--- src/power_spectrum_descriptor_atoms_assert.svh ---
// Assertion macros for the descriptor block.
`ifndef POWER_SPECTRUM_DESCRIPTOR_ATOMS_ASSERT_SVH
`define POWER_SPECTRUM_DESCRIPTOR_ATOMS_ASSERT_SVH
`ifndef SYNTHESIS
`define PSD_ASSERT_IMP(label, clk, rst_n, pre, post) \
	label: assert property (@(posedge clk) disable iff (!rst_n) (pre) |-> (post)) \
		else $error("psd assertion failed");
`define PSD_ASSERT_NXT(label, clk, rst_n, pre, post) \
	label: assert property (@(posedge clk) disable iff (!rst_n) (pre) |=> (post)) \
		else $error("psd assertion failed");
`else
`define PSD_ASSERT_IMP(label, clk, rst_n, pre, post)
`define PSD_ASSERT_NXT(label, clk, rst_n, pre, post)
`endif
`endif

--- src/psd_pkg.sv ---
`timescale 1ns / 1ps
package psd_pkg;

	localparam int DEF_MAX_RADIAL    = 8;
	localparam int DEF_MAX_DEGREE    = 3;
	localparam int DEF_MAX_NEIGHBORS = 32;
	localparam int NUM_COMPONENTS    = 3;

	localparam logic [1:0] REG_RADIAL_COUNT = 2'd0;
	localparam logic [1:0] REG_MAX_DEGREE   = 2'd1;

	localparam logic signed [63:0] INT64_MAX = 64'sh7fff_ffff_ffff_ffff;
	localparam logic signed [63:0] INT64_MIN = 64'sh8000_0000_0000_0000;

	typedef enum logic [2:0] {
		CMD_LOAD_COEF  = 3'd0,
		CMD_LOAD_DERIV = 3'd1,
		CMD_COMPUTE    = 3'd2,
		CMD_READ_DESC  = 3'd3,
		CMD_READ_DERIV = 3'd4,
		CMD_READ_NORM  = 3'd5,
		CMD_READ_DOT   = 3'd6
	} cmd_t;

	typedef struct packed {
		logic        sat;
		logic [31:0] value;
	} q24_t;

	typedef struct packed {
		logic busy;
		logic desc_we;
		logic dd_we;
		logic dot_we;
	} eng_ctl_t;

	function automatic int idx_w(input int depth);
		idx_w = (depth > 1) ? $clog2(depth) : 1;
	endfunction

	function automatic logic signed [63:0] sat_add(input logic signed [63:0] a,
		input logic signed [63:0] b);
		logic [64:0] s;
		s = {a[63], a} + {b[63], b};
		if (s[64] != s[63]) begin
			sat_add = s[64] ? INT64_MIN : INT64_MAX;
		end else begin
			sat_add = s[63:0];
		end
	endfunction

	// Q16.48 to Q8.24, round half up, clip to int32
	function automatic q24_t to_q24(input logic [63:0] x);
		logic [40:0] q;
		q24_t r;
		q = {x[63], x[63:24]} + {40'd0, x[23]};
		if (q[40:31] == {10{q[31]}}) begin
			r.sat = 1'b0;
			r.value = q[31:0];
		end else begin
			r.sat = 1'b1;
			r.value = q[40] ? 32'h8000_0000 : 32'h7fff_ffff;
		end
		to_q24 = r;
	endfunction

endpackage

--- src/psd_isqrt.sv ---
`timescale 1ns / 1ps
module psd_isqrt import psd_pkg::*; (
	input  logic        clk,
	input  logic        arst_n,
	input  logic        start,
	input  logic [63:0] radicand,
	output logic        done,
	output logic [31:0] root
);

	logic [63:0] x_q, res_q, bit_q, sum;
	logic        busy_q, done_q;

	assign sum = res_q + bit_q;

	always_ff @(posedge clk or negedge arst_n) begin
		if (!arst_n) begin
			busy_q <= 1'b0;
			done_q <= 1'b0;
		end else begin
			done_q <= 1'b0;
			if (start) begin
				busy_q <= 1'b1;
			end else if (busy_q && bit_q[0]) begin
				busy_q <= 1'b0;
				done_q <= 1'b1;
			end
		end
	end

	// one result bit per step, 32 steps
	always_ff @(posedge clk) begin
		if (start) begin
			x_q   <= radicand;
			res_q <= '0;
			bit_q <= 64'd1 << 62;
		end else if (busy_q) begin
			if (x_q >= sum) begin
				x_q   <= x_q - sum;
				res_q <= (res_q >> 1) + bit_q;
			end else begin
				res_q <= res_q >> 1;
			end
			bit_q <= bit_q >> 2;
		end
	end

	assign done = done_q;
	assign root = res_q[31:0];

endmodule

--- src/psd_engine.sv ---
`timescale 1ns / 1ps
module psd_engine import psd_pkg::*; #(
	parameter int MAX_RADIAL    = DEF_MAX_RADIAL,
	parameter int MAX_DEGREE    = DEF_MAX_DEGREE,
	parameter int MAX_NEIGHBORS = DEF_MAX_NEIGHBORS,
	localparam int HARM       = (MAX_DEGREE + 1) * (MAX_DEGREE + 1),
	localparam int COEF_DEPTH = MAX_RADIAL * HARM,
	localparam int ROW_DEPTH  = NUM_COMPONENTS * MAX_NEIGHBORS,
	localparam int DESC_DEPTH = (MAX_RADIAL * (MAX_RADIAL + 1) / 2) * (MAX_DEGREE + 1),
	localparam int C_AW  = idx_w(COEF_DEPTH),
	localparam int DC_AW = idx_w(ROW_DEPTH * COEF_DEPTH),
	localparam int DS_AW = idx_w(DESC_DEPTH),
	localparam int DD_AW = idx_w(ROW_DEPTH * DESC_DEPTH),
	localparam int R_AW  = idx_w(ROW_DEPTH),
	localparam int K_W   = $clog2(DESC_DEPTH + 1),
	localparam int P_W   = $clog2(ROW_DEPTH + 1)
) (
	input  logic             clk,
	input  logic             arst_n,
	input  logic             start,
	input  logic [3:0]       radial_count,
	input  logic [1:0]       max_degree,
	input  logic [5:0]       neighbor_total,
	input  logic [31:0]      coef_rdata,
	input  logic [31:0]      dcoef_rdata,
	input  logic [63:0]      desc_rdata,
	input  logic [63:0]      dd_rdata,
	output eng_ctl_t         ctl,
	output logic [C_AW-1:0]  coef_raddr,
	output logic [DC_AW-1:0] dcoef_raddr,
	output logic [DS_AW-1:0] desc_raddr,
	output logic [DS_AW-1:0] desc_waddr,
	output logic [DD_AW-1:0] dd_raddr,
	output logic [DD_AW-1:0] dd_waddr,
	output logic [R_AW-1:0]  dot_waddr,
	output logic [63:0]      wdata,
	output logic [K_W-1:0]   k_count,
	output logic [P_W-1:0]   row_count,
	output logic [31:0]      norm
);

	localparam int RN_W = $clog2(MAX_RADIAL + 1);
	localparam int LD_W = idx_w(MAX_DEGREE + 1);
	localparam int M_W  = idx_w(2 * MAX_DEGREE + 1);

	typedef enum logic [16:0] {
		E_IDLE = 17'h00001,
		E_RD1  = 17'h00002,
		E_RD2  = 17'h00004,
		E_MUL  = 17'h00008,
		E_ADD1 = 17'h00010,
		E_ADD2 = 17'h00020,
		E_WR   = 17'h00040,
		E_NRD  = 17'h00080,
		E_NRND = 17'h00100,
		E_NMUL = 17'h00200,
		E_NADD = 17'h00400,
		E_SQRT = 17'h00800,
		E_DRD  = 17'h01000,
		E_DRND = 17'h02000,
		E_DMUL = 17'h04000,
		E_DADD = 17'h08000,
		E_DWR  = 17'h10000
	} estate_t;

	estate_t            state_q;
	logic [RN_W-1:0]    r_q, n1_q, n2_q;
	logic [LD_W-1:0]    deg_q, l_q;
	logic [M_W-1:0]     m_q;
	logic [P_W-1:0]     rows_q, pass_q;
	logic [K_W-1:0]     k_q, j_q;
	logic signed [31:0] c1_q, c2_q, d1_q, d2_q, va_q, vb_q;
	logic signed [31:0] ma, mb;
	logic signed [63:0] prod_q, acc_q, prod_w;
	logic [63:0]        sumsq_q;
	logic [64:0]        sumsq_w;
	logic [31:0]        norm_q, root;
	logic               sqrt_start, sqrt_done;
	logic [31:0]        h_w, lsq_w, i1_w, i2_w, row_w, r_w, nt_w, deg_w;
	logic               last_m, last_pass, last_elem;
	q24_t               qa, qb;

	always_comb begin
		h_w   = (32'(deg_q) + 32'd1) * (32'(deg_q) + 32'd1);
		lsq_w = 32'(l_q) * 32'(l_q);
		i1_w  = 32'(n1_q) * h_w + lsq_w + 32'(m_q);
		i2_w  = 32'(n2_q) * h_w + lsq_w + 32'(m_q);
		row_w = (pass_q == '0) ? 32'd0 : 32'(pass_q) - 32'd1;
		r_w   = (32'(radial_count) > MAX_RADIAL) ? MAX_RADIAL : 32'(radial_count);
		deg_w = (32'(max_degree) > MAX_DEGREE) ? MAX_DEGREE : 32'(max_degree);
		nt_w  = (32'(neighbor_total) > MAX_NEIGHBORS) ? MAX_NEIGHBORS
			: 32'(neighbor_total);
	end

	assign last_m    = 32'(m_q) == 32'(l_q) * 32'd2;
	assign last_pass = pass_q == rows_q;
	assign last_elem = (l_q == deg_q) && (32'(n1_q) + 32'd1 == 32'(r_q))
		&& (32'(n2_q) + 32'd1 == 32'(r_q));

	assign coef_raddr  = (state_q == E_RD2) ? C_AW'(i2_w) : C_AW'(i1_w);
	assign dcoef_raddr = (state_q == E_RD2) ? DC_AW'(row_w * COEF_DEPTH + i1_w)
		: DC_AW'(row_w * COEF_DEPTH + i2_w);
	assign desc_raddr  = DS_AW'(j_q);
	assign dd_raddr    = DD_AW'(32'(pass_q) * DESC_DEPTH + 32'(j_q));
	assign desc_waddr  = DS_AW'(k_q);
	assign dd_waddr    = DD_AW'(row_w * DESC_DEPTH + 32'(k_q));
	assign dot_waddr   = R_AW'(pass_q);
	assign wdata       = acc_q;

	assign ctl.busy    = state_q != E_IDLE;
	assign ctl.desc_we = (state_q == E_WR) && (pass_q == '0);
	assign ctl.dd_we   = (state_q == E_WR) && (pass_q != '0);
	assign ctl.dot_we  = state_q == E_DWR;

	assign k_count   = k_q;
	assign row_count = rows_q;
	assign norm      = norm_q;

	// single shared multiplier
	always_comb begin
		ma = c1_q;
		mb = d2_q;
		unique case (state_q)
			E_MUL: begin
				ma = c1_q;
				mb = (pass_q == '0) ? coef_rdata : d2_q;
			end
			E_ADD1: begin
				ma = d1_q;
				mb = c2_q;
			end
			E_NMUL: begin
				ma = va_q;
				mb = va_q;
			end
			E_DMUL: begin
				ma = va_q;
				mb = vb_q;
			end
			default: begin
				ma = c1_q;
				mb = d2_q;
			end
		endcase
	end

	assign prod_w  = ma * mb;
	assign sumsq_w = {1'b0, sumsq_q} + {1'b0, prod_q};
	assign qa      = to_q24(dd_rdata);
	assign qb      = to_q24(desc_rdata);
	assign sqrt_start = (state_q == E_NRD) && (j_q == k_q);

	psd_isqrt u_isqrt (
		.clk      (clk),
		.arst_n   (arst_n),
		.start    (sqrt_start),
		.radicand (sumsq_q),
		.done     (sqrt_done),
		.root     (root)
	);

	always_ff @(posedge clk or negedge arst_n) begin
		if (!arst_n) begin
			state_q <= E_IDLE;
			k_q     <= '0;
			rows_q  <= '0;
			norm_q  <= '0;
			r_q     <= '0;
			deg_q   <= '0;
			n1_q    <= '0;
			n2_q    <= '0;
			l_q     <= '0;
			m_q     <= '0;
			pass_q  <= '0;
			j_q     <= '0;
		end else begin
			unique case (state_q)
				E_IDLE: begin
					if (start) begin
						r_q    <= RN_W'(r_w);
						deg_q  <= LD_W'(deg_w);
						rows_q <= P_W'(nt_w * NUM_COMPONENTS);
						n1_q   <= '0;
						n2_q   <= '0;
						l_q    <= '0;
						m_q    <= '0;
						pass_q <= '0;
						k_q    <= '0;
						j_q    <= '0;
						state_q <= (r_w == 32'd0) ? E_NRD : E_RD1;
					end
				end
				E_RD1: state_q <= E_RD2;
				E_RD2: state_q <= E_MUL;
				E_MUL: state_q <= E_ADD1;
				E_ADD1, E_ADD2: begin
					if (state_q == E_ADD1 && pass_q != '0) begin
						state_q <= E_ADD2;
					end else if (last_m) begin
						state_q <= E_WR;
					end else begin
						m_q <= m_q + 1'b1;
						state_q <= E_RD1;
					end
				end
				E_WR: begin
					m_q <= '0;
					if (last_pass) begin
						pass_q <= '0;
						k_q <= k_q + 1'b1;
						if (last_elem) begin
							j_q <= '0;
							state_q <= E_NRD;
						end else begin
							state_q <= E_RD1;
							if (l_q != deg_q) begin
								l_q <= l_q + 1'b1;
							end else begin
								l_q <= '0;
								if (32'(n2_q) + 32'd1 < 32'(r_q)) begin
									n2_q <= n2_q + 1'b1;
								end else begin
									n1_q <= n1_q + 1'b1;
									n2_q <= n1_q + 1'b1;
								end
							end
						end
					end else begin
						pass_q <= pass_q + 1'b1;
						state_q <= E_RD1;
					end
				end
				E_NRD:  state_q <= (j_q == k_q) ? E_SQRT : E_NRND;
				E_NRND: state_q <= E_NMUL;
				E_NMUL: state_q <= E_NADD;
				E_NADD: begin
					j_q <= j_q + 1'b1;
					state_q <= E_NRD;
				end
				E_SQRT: begin
					if (sqrt_done) begin
						norm_q <= root;
						pass_q <= '0;
						j_q <= '0;
						state_q <= E_DRD;
					end
				end
				E_DRD: begin
					if (last_pass) begin
						state_q <= E_IDLE;
					end else begin
						state_q <= (j_q == k_q) ? E_DWR : E_DRND;
					end
				end
				E_DRND: state_q <= E_DMUL;
				E_DMUL: state_q <= E_DADD;
				E_DADD: begin
					j_q <= j_q + 1'b1;
					state_q <= E_DRD;
				end
				E_DWR: begin
					j_q <= '0;
					pass_q <= pass_q + 1'b1;
					state_q <= E_DRD;
				end
				default: state_q <= E_IDLE;
			endcase
		end
	end

	always_ff @(posedge clk) begin
		unique case (state_q)
			E_IDLE: begin
				acc_q   <= '0;
				sumsq_q <= '0;
			end
			E_RD2: begin
				c1_q <= coef_rdata;
				d2_q <= dcoef_rdata;
			end
			E_MUL: begin
				c2_q   <= coef_rdata;
				d1_q   <= dcoef_rdata;
				prod_q <= prod_w;
			end
			E_ADD1: begin
				acc_q  <= sat_add(acc_q, prod_q);
				prod_q <= prod_w;
			end
			E_ADD2: acc_q <= sat_add(acc_q, prod_q);
			E_WR:   acc_q <= '0;
			E_NRND: va_q <= qb.value;
			E_NMUL: prod_q <= prod_w;
			E_NADD: sumsq_q <= sumsq_w[64] ? '1 : sumsq_w[63:0];
			E_SQRT: acc_q <= '0;
			E_DRND: begin
				va_q <= qa.value;
				vb_q <= qb.value;
			end
			E_DMUL: prod_q <= prod_w;
			E_DADD: acc_q <= sat_add(acc_q, prod_q);
			E_DWR:  acc_q <= '0;
			default: begin
			end
		endcase
	end

endmodule

--- config.mk ---
export PLATFORM = sky130hd
export DESIGN_NAME = psd_engine
export DESIGN_NICKNAME = d
export VERILOG_FILES = /design/src/power_spectrum_descriptor_atoms_assert.svh /design/src/psd_pkg.sv /design/src/psd_isqrt.sv /design/src/psd_engine.sv
export SDC_FILE = /design/constraint.sdc
export NUM_CORES = 2
export LEC_CHECK = 0
export ABC_AREA = 1
export BUFFER_PORTS_ARGS = -buffer_cell sky130_fd_sc_hd__buf_2
export CAP_MARGIN = 30
export CORE_MARGIN = 3
export CORE_UTILIZATION = 45
export DETAILED_ROUTE_END_ITERATION = 8
export GPL_TIMING_DRIVEN = 0
export PLACE_DENSITY = 0.59
export SYNTH_ARGS = -nofsm -noshare
export SYNTH_HDL_FRONTEND = slang
export SYNTH_SLANG_ARGS = --single-unit
--- constraint.sdc ---
create_clock -name clk -period 21.9 [get_ports clk]
set_clock_uncertainty 0.2 [all_clocks]
set_input_delay 1.095 -clock clk [delete_from_list [all_inputs] [get_ports clk]]
set_output_delay 1.095 -clock clk [all_outputs]
set_load 0.02 [all_outputs]
==> impl_metrics.sql <==
INSERT INTO impl_metrics (metric_group, metric, value, unit) VALUES
('worst_setup_path', 'timing.critical_path.from_type', 'flip-flop', ''),
('detailed_routing', 'detail-route-antenna-nets', '0', ''),
('timing', 'finalWorstPathRequiredPeriod', '11630', 'ps'),
('run', 'drv.max_cap_violation_count', '0', ''),
('synthesis', 'asyncSetResetFlopFracSynth', '0.155', ''),
('detailed_routing', 'firstDrtPassIters', '7', ''),
('global_route', 'global_route.usage.total', '0.357', ''),
('timing', 'final_hold_viol_count', '0', ''),
('timing', 'tcrit_tclk_final', '0.531', ''),
('cells_and_area', 'final_net_count', '14464', ''),
('synthesis', 'synth.yosys.warnings', '0', ''),
('cts', 'clock_latency', '750', 'ps'),
('synthesis', 'synth.top_cell.area_share', '0.243', ''),
('cts', 'clk_pin_slew_worst_paths', '70', 'ps'),
('timing', 'worst_tran_pin_value', '1110', 'ps'),
('timing', 'final_report_setup_violation_count', '0', ''),
('die', 'dieArea', '208000', 'µm²'),
('die', 'dieHeight', '457', 'µm'),
('global_route', 'antenna_violations_before_repair', '28', ''),
('run_status', 'run_status', 'finished, final reports clean', ''),
('cells_and_area', 'layout_commonest_cell', 'nand2_1', ''),
('worst_setup_path', 'critPathMaxStageDelay', '1070', 'ps'),
('cells_and_area', 'final_layout_size_suffix_gt1_frac', '0.0800', ''),
('cells_and_area', 'most-common-layout-cells', '2793 x nand2_1, 2143 x inv_1, 1482 x nor2_1', ''),
('timing', 'max-slew-margin-rel', '0.254', ''),
('global_route', 'grt_max_degree', '73', ''),
('worst_setup_path', 'worst_path_most_repeated_cell', 'fa_1', ''),
('worst_setup_path', 'crit_path_max_fanout', '48', ''),
('worst_setup_path', 'critPathArrivalTime', '11920', 'ps'),
('cts', 'clock-sinks', '644', ''),
('worst_hold_path', 'hold_path_class', 'in -> async', ''),
('cts', 'cts_root_buf', 'clkbuf_16', ''),
('cells_and_area', 'area_delta_synth_final', '8.95', '%'),
('detailed_routing', 'drt_wirelength', '379', 'mm'),
('detailed_routing', 'wire_per_inst', '24.7', 'µm'),
('die', 'floorplan.rows', '164', ''),
('global_route', 'gr-total-overflow', '0', ''),
('synthesis', 'mappedNetlistNets', '14019', ''),
('cts', 'htree_levels', '3', ''),
('cts', 'cts_resized', '0', ''),
('synthesis', 'synthFlopType', 'edfxtp_1', ''),
('timing', 'unrepaired_setup_endpoints_after_global_routing', 'false', ''),
('synthesis', 'synth.cell_area', '91400', 'µm²'),
('timing', 'post_route_setup_tns', '0', 'ps'),
('worst_setup_path', 'cp_max_delay_cell', 'fa_1', ''),
('timing', 'maxClockFrequency', '86.0', 'MHz'),
('cts', 'ctsLongestPathBuffers', '3', ''),
('synthesis', 'cell_types_with_the_largest_area_share_after_synthesis', 'fa_1 24%, edfxtp_1 15%, nand2_1 11%, inv_1 8.8%, ha_1 7.5%', ''),
('detailed_routing', 'route.detailed.vias_per_inst', '5.58', ''),
('die', 'initial_core_util', '0.455', ''),
('worst_setup_path', 'worstSetupPathType', 'reg -> reg', ''),
('cells_and_area', 'fillers', '20325', ''),
('synthesis', 'mean_area_per_synthesized_cell', '7.52', 'µm²'),
('synthesis', 'synth-edff-count', '448', ''),
('synthesis', 'synth_largest_area_cell', 'fa_1', ''),
('place', 'hpwl', '325', 'mm'),
('place', 'place_worst_setup_slack', '10490', 'ps'),
('detailed_routing', 'vias', '85642', ''),
('detailed_routing', 'drc_errors', '0', ''),
('synthesis', 'synth.yosys.seq_area_share', '0.196', ''),
('timing', 'post-route-worst-setup-slack', '10270', 'ps'),
('global_route', 'wire_length_of_the_first_global_routing_pass', '550', 'mm'),
('cts', 'cts_hold_repair.buffers', '0', ''),
('timing', 'finalMaxSlewViolations', '0', ''),
('die', 'core_region_area', '201000', 'µm²'),
('die', 'die_w', '457', 'µm'),
('cts', 'cts_inserted_buffers', '81', ''),
('die', 'top_level_port_count', '394', ''),
('place', 'port-buffer-count', '347', ''),
('synthesis', 'synth.distinct_cells', '71', ''),
('cts', 'cts_tree', 'built', ''),
('worst_setup_path', 'worstPathRequired', '22190', 'ps'),
('worst_setup_path', 'timing.critical_path.to_type', 'flip-flop', ''),
('synthesis', 'synthesized_instance_count', '12155', ''),
('detailed_routing', 'detailedRoute.firstIterationViolations', '8705', ''),
('global_route', 'first_global_vias', '84623', ''),
('synthesis', 'postSynthRegisterBits', '644', ''),
('cts', 'post-cts-setup-buffers', '0', ''),
('place', 'place.gp.congestion', '1.04', '');
## flip-flops by register name, summed over array words and instances, names as in the netlist, 64 cells and up
signal	cells
prod_q	64
u_isqrt.x_q	64
wdata	64
sumsq_q	64
u_isqrt.res_q	64
## final timing paths
path | start | to | slack (ps) | cells past startpoint
worst max register to register | state_q[11] | prod_q[62] | 10270 | 35
worst max-delay path | state_q[11] | prod_q[62] | 10270 | 35
worst min register to register | norm[24] | norm[24] | 280 | 2
max in group asynchronous | arst_n | state_q[0] | 20640 | 2
min in group clk | norm[24] | norm[24] | 280 | 2
worst min-delay path | arst_n | row_count[5] | 130 | 1
## critical path, delay by kind of cell, from the launching register on
family          cells  cell delay (ps)
simple gates       11             1860
fa+ha+maj           9             5410
buf+inv            10             2350
flops               1              420
compound gates      5             1100
## synthesized netlist by cell type, types with 24 or more instances
cell type and count:
a211oi_1 33, a21o_1 36, a21oi_1 643, a31oi_1 31, buf_2 168, buf_4 58, clkbuf_1 71, dfrtp_1 99
dfxtp_1 96, edfxtp_1 448, fa_1 1111, ha_1 546, inv_1 2143, inv_2 83, nand2_1 2796, nand2_2 68
nand3_1 600, nand3b_1 24, nand4_1 129, nor2_1 1484, nor3_1 95, nor4_1 44, o21ai_0 581, o21ai_1 38
o21bai_1 46, o22ai_1 31, or2_2 26, xnor2_1 140, xor2_1 235
## layout make-up
cell class,instances,area (µm²),share of cell area
multi-input cells,8957,63400,0.637
flip-flops and latches,644,17900,0.180
inverters,2230,8380,0.0842
well taps,2656,3320,0.0334
clock buffers,103,2180,0.0219
repair buffers,362,2020,0.0203
plain buffers,324,1790,0.0180
clock inverters,47,541,0.00543
diodes,18,45.0,0.000452
## through the flow
step	cell area [µm²]	hold WS, ps	cells	utilization
global placement	96400	268	15158	0.480
detailed placement	96800	269	15172	0.482
CTS	99500	93.6	15322	0.495
finish	99500	127	15341	0.496
floorplan	91400	258	12155	-
global route	99500	128	15336	0.495
## metal layers
| metal | track usage | vias up | routed length (µm) |
|---|---|---|---|
| met1 | 0.465 | 41756 | 154000 |
| met4 | 0.163 | 4 | 20800 |
| met5 | 0 | - | 27 |
| met2 | 0.567 | 3934 | 169000 |
| met3 | 0.0796 | 826 | 34300 |
| li1 | - | 39122 | - |
## cell families after synthesis
| logic type | Yosys count | synth area share |
|---|---|---|
| buffers and inverters | 2554 | 0.111 |
| AO/OA/AOI/OAI | 1574 | 0.0959 |
| flip-flops | 644 | 0.196 |
| AND/OR/NAND/NOR | 5349 | 0.243 |
| multiplexers | 2 | 0.000233 |
| adder cells (fa/ha/maj) | 1657 | 0.318 |
| XOR/XNOR | 375 | 0.0359 |
Power is left out: the tool's default activity adds up to more than one toggle a clock period on the data nets, which glitch-free logic cannot reach.
